## config.mk

```make
export PLATFORM = sky130hd
export DESIGN_NAME = pmm_front
export DESIGN_NICKNAME = d
export VERILOG_FILES = /design/src/rtl/pmm_pkg.sv /design/src/rtl/pmm_front.sv
export SDC_FILE = /design/constraint.sdc
export NUM_CORES = 1
export LEC_CHECK = 0
export CAP_MARGIN = 25
export CORE_MARGIN = 10
export CORE_UTILIZATION = 50
export DETAILED_ROUTE_END_ITERATION = 10
export DONT_BUFFER_PORTS = 1
export HOLD_SLACK_MARGIN = 0.03
export SLEW_MARGIN = 25
export SYNTH_ARGS = -nofsm -noshare
export SYNTH_HDL_FRONTEND = slang
export SYNTH_SLANG_ARGS = --single-unit
```

## constraint.sdc

```tcl
create_clock -name clk -period 5.76 [get_ports clk]
set_input_delay 0.288 -clock clk [delete_from_list [all_inputs] [get_ports clk]]
set_output_delay 0.288 -clock clk [all_outputs]
set_load 0.01 [all_outputs]
```

## src/rtl/pmm_pkg.sv

```systemverilog
// shared types and constants of the masked 3x3 mean filter
// no dependencies; imported by every module of the block
package pmm_pkg;

    // default row length limit
    localparam int MAX_COLUMNS_DEF = 4096;
    // neighbours visited around each centre cell
    localparam int NEIGHBOUR_COUNT = 8;

    // field widths
    localparam int ELEV_W    = 24;
    localparam int LABEL_W   = 20;
    localparam int CELLS_W   = 4;
    localparam int COL_CFG_W = 13;
    localparam int ROW_CFG_W = 16;
    localparam int CELL_W    = 1 + LABEL_W + ELEV_W;

    // arithmetic widths: sum of nine elevations, rounded-divide operands
    localparam int SUM_W = 28;
    localparam int NUM_W = 28;
    localparam int DEN_W = 5;

    // register port
    localparam int REG_ADDR_W = 3;
    localparam int REG_DATA_W = 32;
    localparam logic REG_COLUMNS = 1'b0;
    localparam logic REG_ROWS    = 1'b1;

    // item queue between front and back
    localparam int QUEUE_DEPTH = 2;

    // item operation codes
    localparam logic OP_CELL  = 1'b0;
    localparam logic OP_FLUSH = 1'b1;

    typedef struct packed {
        logic                      op;
        logic signed [ELEV_W-1:0]  elev;
        logic                      miss;
        logic [LABEL_W-1:0]        label;
    } item_t;

endpackage

```

## src/rtl/pmm_front.sv

```systemverilog
// input side: classifies items and holds them in a short queue
// depends on pmm_pkg
module pmm_front
    import pmm_pkg::*;
(
    input  logic                     clk,
    input  logic                     rst_n,
    input  logic                     in_valid,
    output logic                     in_ready,
    input  logic                     kind,
    input  logic signed [ELEV_W-1:0] elevation,
    input  logic                     elevation_missing,
    input  logic [LABEL_W-1:0]       parcel_label,
    output logic                     q_valid,
    output item_t                    q_item,
    input  logic                     q_ready
);

    localparam int IDX_W = $clog2(QUEUE_DEPTH);
    localparam int CNT_W = $clog2(QUEUE_DEPTH + 1);

    item_t              slot_reg [QUEUE_DEPTH];
    logic [IDX_W-1:0]   wr_idx_reg, wr_idx_next;
    logic [IDX_W-1:0]   rd_idx_reg, rd_idx_next;
    logic [CNT_W-1:0]   count_reg, count_next;
    item_t              new_item;
    logic               push, pop;

    // classify the incoming item
    always_comb
    begin
        new_item.op    = kind ? OP_FLUSH : OP_CELL;
        new_item.elev  = elevation;
        new_item.miss  = elevation_missing;
        new_item.label = parcel_label;
    end

    assign in_ready = (count_reg != CNT_W'(QUEUE_DEPTH));
    assign q_valid  = (count_reg != '0);
    assign q_item   = slot_reg[rd_idx_reg];
    assign push     = in_valid && in_ready;
    assign pop      = q_valid && q_ready;

    // queue pointers
    always_comb
    begin
        wr_idx_next = wr_idx_reg;
        rd_idx_next = rd_idx_reg;
        count_next  = count_reg;
        if (push)
        begin
            wr_idx_next = (32'(wr_idx_reg) == QUEUE_DEPTH - 1) ? '0 : wr_idx_reg + 1'b1;
        end
        if (pop)
        begin
            rd_idx_next = (32'(rd_idx_reg) == QUEUE_DEPTH - 1) ? '0 : rd_idx_reg + 1'b1;
        end
        if (push && !pop)
        begin
            count_next = count_reg + 1'b1;
        end
        else if (pop && !push)
        begin
            count_next = count_reg - 1'b1;
        end
    end

    always_ff @(posedge clk or negedge rst_n)
    begin
        if (!rst_n)
        begin
            wr_idx_reg <= '0;
            rd_idx_reg <= '0;
            count_reg  <= '0;
        end
        else
        begin
            wr_idx_reg <= wr_idx_next;
            rd_idx_reg <= rd_idx_next;
            count_reg  <= count_next;
        end
    end

    // queue storage
    always_ff @(posedge clk)
    begin
        if (push)
        begin
            slot_reg[wr_idx_reg] <= new_item;
        end
    end

endmodule

```

==> out/metrics.cfg, run 1 <==
[routing]
detail_route.wl_per_cell_um=20.1
initialDrtViolationCount=53
wirelength_mm=6.42
vias=1577
vias_per_cell=4.93
remaining_drc_errors=0
ant_nets=0
drtPass1Iterations=4

[sta]
hold_violations=0
worst_slew_pin_slew_ns=0.772
rsz0062_at_grt=no
setup_viol=0
relSlewSlack_pct=48.5
tns_ns=0
slew_viol_final=0
fmax_mhz=484
period_minus_slack_ns=2.07
fin_skew_ns=0.0121
period_share_pct=35.9

[logic_synthesis]
ys_seq_area_share_pct=78.7
synth-simple-area-share_pct=0.929
syn_nets=212
synthAdderAreaFrac_pct=0.344
synthCells=161
yosysWarnings=0
syn_area_um2=3640
ys_types=15
syn_area_per_cell_um2=22.6
synth_xor_area_share_pct=1.20
yosys-mux-area-fraction_pct=17.3
synth-seq-cells=96
synth-compound-area-share_pct=0
synth_top_family_by_area=multiplexers

[grt]
grt_pass1_vias=1765
grt_max_degree=48
grt_overflow=0
antenna_found_initial=0
grt_pass1_wl_mm=9.80
grt_usage_pct=11.5

[floorplanning]
fp.dieW_um=105
coreArea_um2=7180
die_area_um2=11100
fp-row-count=31
die_height_um=105
start_util_pct=50.7
top_level_ports=98

[cells_and_area]
largest_reg_flops=92
syn_to_final_growth_pct=21.1
fill_cells=520
drive_gt1_share_pct=29.4
diodes=0
final_nets=267

[pwr]
p_per_area_nw_per_um2=464
power.leakage_nw=1.56
power_mw=2.05
peakVddDrop_mv=0.428

[hold_path]
hold_path_class=input pin to register
hold_start=q_ready

[critical_path]
path_max_fanout=47
worst_ep_arrival_time_ns=1.78
cp_num_buf_inv=1
cp_slowest_stage_delay_ns=0.59
cp_slowest_cell=buf_4
regToRegStartpoint=count_reg[0]
critPathLaunchType=register
startpoint=rd_idx_reg
critical-path-top-delay-family=buffers and inverters
endpoint_kind=primary output
crit_chain=buf_4 -> mux2_2
crit_type=register to primary output
critPathRequiredTime_ns=5.47

[run_status]
outcome=completed

[cts]
cts_max_path_buffers=2
cts_inserted_buffers=9
cts.sinks=96
cts.repair.resized=0
cts_tree=yes
clk_latency_ns=0.34
cts-root-buf=clkbuf_8
cts_max_level=3
path_clk_slew_ns=0.08

[placement]
hpwl_mm=4.29
place_congestion=0.617
io_buffers=0

[job]
drv_cap=0

-- Yosys cell counts --
| library cell | count | area (µm²) |
|---|---|---|
| and3_1 | 1 | 6.26 |
| buf_2 | 1 | 5.00 |
| buf_6 | 4 | 45.0 |
| dfrtp_1 | 4 | 100 |
| edfxtp_1 | 92 | 2760 |
| ha_1 | 1 | 12.5 |
| inv_1 | 1 | 3.75 |
| mux2_2 | 16 | 180 |
| mux2_4 | 30 | 450 |
| nand2_1 | 2 | 7.51 |
| nand2b_1 | 1 | 6.26 |
| nor2_1 | 2 | 7.51 |
| or2_1 | 1 | 6.26 |
| xnor2_1 | 3 | 26.3 |
| xor2_1 | 2 | 17.5 |
-- worst reg2reg max path, stage by stage, from the launching register on --
cell,delay [ns]
dfrtp_1,0.42
nand2b_1,0.25
nand2_1,0.19
nor2_4,0.11
buf_4,0.50
-- final timing paths --
kind                              endpoint  slack (ns)  cells past startpoint
max reg2reg                slot_reg[0][19]        3.91                      4
min in group asynchronous       wr_idx_reg        0.22                      1
min                             rd_idx_reg        0.13                      2
max                             q_item[20]        3.69                      2
max in group asynchronous       rd_idx_reg        5.36                      1
min reg2reg                   count_reg[1]        0.52                      1
-- where the power goes --
group	internal, mW	total (mW)	switching (mW)	leakage, nW
combinational	0.278	0.630	0.352	0.565
clock	0.201	0.412	0.212	0.0949
sequential	0.957	1.00	0.0461	0.900
total	1.44	2.05	0.610	1.56
-- per-stage QoR --
step	utilization [%]	instances	setup slack, ns	hold WS, ns	instance area, µm²
floorplan	-	161	2.68	-0.00759	3640
global placement	52.1	257	3.83	-0.00740	3740
detailed placement	52.1	257	3.73	-0.00743	3740
CTS	61.3	320	3.66	0.109	4400
global route	61.4	320	3.60	0.127	4410
finish	61.4	320	3.69	0.128	4410
-- routing by layer --
layer | vias to the layer above | part of all wire [%] | track usage [%]
li1 | 737 | - | -
met1 | 775 | 38 | 11.9
met2 | 59 | 53 | 19.8
met3 | 6 | 8.0 | 5.30
met4 | 0 | 1.0 | 5.00
met5 | - | 0 | 0
-- layout make-up --
type	count	area, µm²	share of cell area [%]
flip-flops and latches	96	2860	65.0
multi-input cells	59	733	16.6
clock buffers	9	124	2.81
well taps	99	124	2.81
inverters	1	3.75	0.0852
clock inverters	7	71.3	1.62
repair buffers	49	485	11.0
-- layout by cell type (no fill, tap or decap), types with 2 or more instances in the layout --
cell and n:
buf_4 2, xnor2_1 3, xor2_1 2, mux2_4 30, mux2_2 16, dlygate4sd3_1 47, clkinv_4 2, edfxtp_1 92
clkbuf_8 9, dfrtp_1 3, clkinv_1 2, nand2_1 2
-- cells by family (layout without fill, tap and decap cells) --
| logic type | count (synthesis) | after routing |
|---|---|---|
| DFF | 96 | 96 |
| muxes | 46 | 46 |
| adders and majority gates | 1 | 1 |
| xor gates and xnor gates | 5 | 5 |
| and+or+nand+nor | 7 | 7 |
| buffers and inverters | 6 | 66 |
-- repair_timing --
| item | CTS | global route |
|---|---|---|
| hold buffers | 47 | 0 |
| endpoints found under the hold margin | 96 | 0 |
| buffers inserted | 0 | 0 |
Power figures use the tool's default switching activity.
==> run 2, diff against run 1 <==
--- a/config.mk
+++ b/config.mk
@@ -11,6 +11,7 @@
 export DETAILED_ROUTE_END_ITERATION = 10
 export DONT_BUFFER_PORTS = 1
 export HOLD_SLACK_MARGIN = 0.03
+export PLACE_DENSITY = 0.68
 export SLEW_MARGIN = 25
 export SYNTH_ARGS = -nofsm -noshare
 export SYNTH_HDL_FRONTEND = slang
==> constraint.sdc (replaced) <==
create_clock -name clk -period 1.74 [get_ports clk]
set_input_delay 0.087 -clock clk [delete_from_list [all_inputs] [get_ports clk]]
set_output_delay 0.087 -clock clk [all_outputs]
set_load 0.01 [all_outputs]
==> out/metrics.cfg, run 2 (synthesis results as in run 1) <==
[pwr]
p_per_area_nw_per_um2=1550  ; +230%
power.leakage_nw=1.62  ; +3.9%
peakVddDrop_mv=1.13  ; +160%

[sta]
fmax_mhz=623
worst_slew_pin_slew_ns=0.405  ; -0.368 ns
period_minus_slack_ns=1.61
relSlewSlack_pct=73.0  ; +25 points
rsz0062_at_grt=no
fin_ws_ns=0.134  ; -3.56 ns
fin_skew_ns=0.0127  ; +0.000580 ns
slew_viol_final=0  ; unchanged
period_share_pct=92.3
tns_ns=0  ; unchanged
setup_viol=0  ; unchanged
hold_violations=0  ; unchanged
fin_hold_ws_ns=0.276  ; +0.148 ns

[critical_path]
crit_chain=buf_4 -> mux2_2
startpoint=rd_idx_reg
regToRegStartpoint=count_reg[0]
cp_slowest_stage_delay_ns=0.43  ; -0.16 ns
critPathRequiredTime_ns=1.65  ; -3.82 ns
critPathLaunchType=register
cp_slowest_cell=mux2_2
crit_type=register to primary output
worst_ep_arrival_time_ns=1.52  ; -0.26 ns
path_max_fanout=23  ; -51%
endpoint_kind=primary output

[grt]
grt_usage_pct=12.1  ; +0.53 points
grt_pass1_wl_mm=10.3  ; +5.4%
antenna_found_initial=0  ; unchanged
grt_overflow=0  ; unchanged
grt_max_degree=25  ; -48%
grt_pass1_vias=1868  ; +5.8%

[cts]
cts_inserted_buffers=9  ; unchanged
cts-root-buf=clkbuf_8
post_cts_buffers=0  ; unchanged
clk_latency_ns=0.35  ; about the same
cts_max_level=3  ; unchanged
cts.repair.resized=0  ; unchanged
cts_max_path_buffers=2  ; unchanged
path_clk_slew_ns=0.10  ; +0.02 ns
cts.sinks=96  ; unchanged
cts_tree=yes

[routing]
dr_wl_met3_um=428  ; -17%
vias_per_cell=4.97  ; +0.78%
ant_nets=0  ; unchanged
remaining_drc_errors=0  ; unchanged
detail_route.wl_per_cell_um=20.1  ; +0.25%
vias=1624  ; +3.0%
wirelength_mm=6.58  ; +2.4%
drtPass1Iterations=4  ; unchanged
drt-met1-wl_mm=2.43  ; +0.12%
initialDrtViolationCount=63  ; +19%
route.met2.wl_mm=3.67  ; +7.2%
top_layer=met4

[cells_and_area]
final_nets=274  ; +2.6%
regArea_um2=2860  ; unchanged
mostFrequentLayoutCells=92 x edfxtp_1, 50 x dlygate4sd3_1, 30 x mux2_4
syn_to_final_growth_pct=24.5
final_common_cell=edfxtp_1
multi_input_area_um2=744  ; +1.5%
diodes=0  ; unchanged
fill_cells=486  ; -6.5%
post-route-util_pct=63.1  ; +1.7 points
fin_cells=327  ; +2.2%
drive_gt1_share_pct=32.0  ; +2.6 points
largest_reg_flops=92  ; unchanged

[floorplanning]
coreArea_um2=7180  ; unchanged
fp.dieW_um=105  ; unchanged
top_level_ports=98  ; unchanged
start_util_pct=50.7  ; unchanged
die_height_um=105  ; unchanged
fp-row-count=31  ; unchanged
die_area_um2=11100  ; unchanged

[hold_path]
hold_path_class=input pin to register
hold_start=in_valid

[placement]
io_buffers=0  ; unchanged
hpwl_mm=4.59  ; +7.0%
placed_cells=261  ; +1.6%
place_congestion=0.646  ; +4.7%
detailedPlace.worstSlack_ns=0.221  ; -3.51 ns

[run_status]
outcome=completed

[job]
drv_cap=0  ; unchanged

==> run 2: cell count changes in the layout (fill, tap and decap cells not counted), moves of 2 or more <==
cell           before  now
buf_12              0    3
clkinv_1            2    0
dlygate4sd3_1      47   50
inv_8               0    2
==> run 2: final timing paths <==
path / end / slack (ns) / cells after the start
setup / recovery: q_item[27] / 0.13 / 2
hold / removal: slot_reg[1][34] / 0.28 / 2
setup reg to reg: count_reg[1] / 0.22 / 5
hold reg to reg: count_reg[1] / 0.56 / 1
max in group asynchronous: rd_idx_reg / 1.01 / 2
min in group asynchronous: wr_idx_reg / 0.54 / 2
==> run 2: power breakdown <==
part | total, mW | internal (mW) | switching, mW
clock | 1.48 | 0.694 | 0.791
combinational | 2.22 | 1.03 | 1.19
sequential | 3.33 | 3.16 | 0.166
total | 7.03 | 4.89 | 2.14
==> run 2: timing repair <==
| action | 4_1_cts | 5_1_grt |
|---|---|---|
| setup endpoints to repair | 0 | 0 |
| hold buffers | 50 | 0 |
| hold endpoints to repair | 98 | 0 |
==> run 2: cell type report <==
type / instances / area share [%]
repair buffers: 56 / 12.9
inverters: 1 / 0.0829
flip-flops and latches: 96 / 63.2
multi-input cells: 59 / 16.4
clock buffers: 9 / 2.73
clock inverters: 7 / 1.91
well taps: 99 / 2.73
==> run 2: stage by stage <==
step	total power [mW]	cell area (µm²)
after floorplan	5.10	3660
after global placement	5.46	3820
after detailed placement	5.56	3820
after CTS	7.13	4530
after global routing	7.38	4530
final	7.03	4530
==> run 2: worst max-delay path, delay by kind of cell (launching register included) <==
kind     cells  cell delay (ns)
mux          1             0.43
buf+inv      1             0.36
flops        1             0.36
==> run 2: routing by layer <==
layer | global-route usage, % | vias to the layer above
li1 | - | 750
met1 | 12.2 | 821
met2 | 21.5 | 49
met3 | 4.93 | 4
met4 | 5.00 | 0
met5 | 0 | -
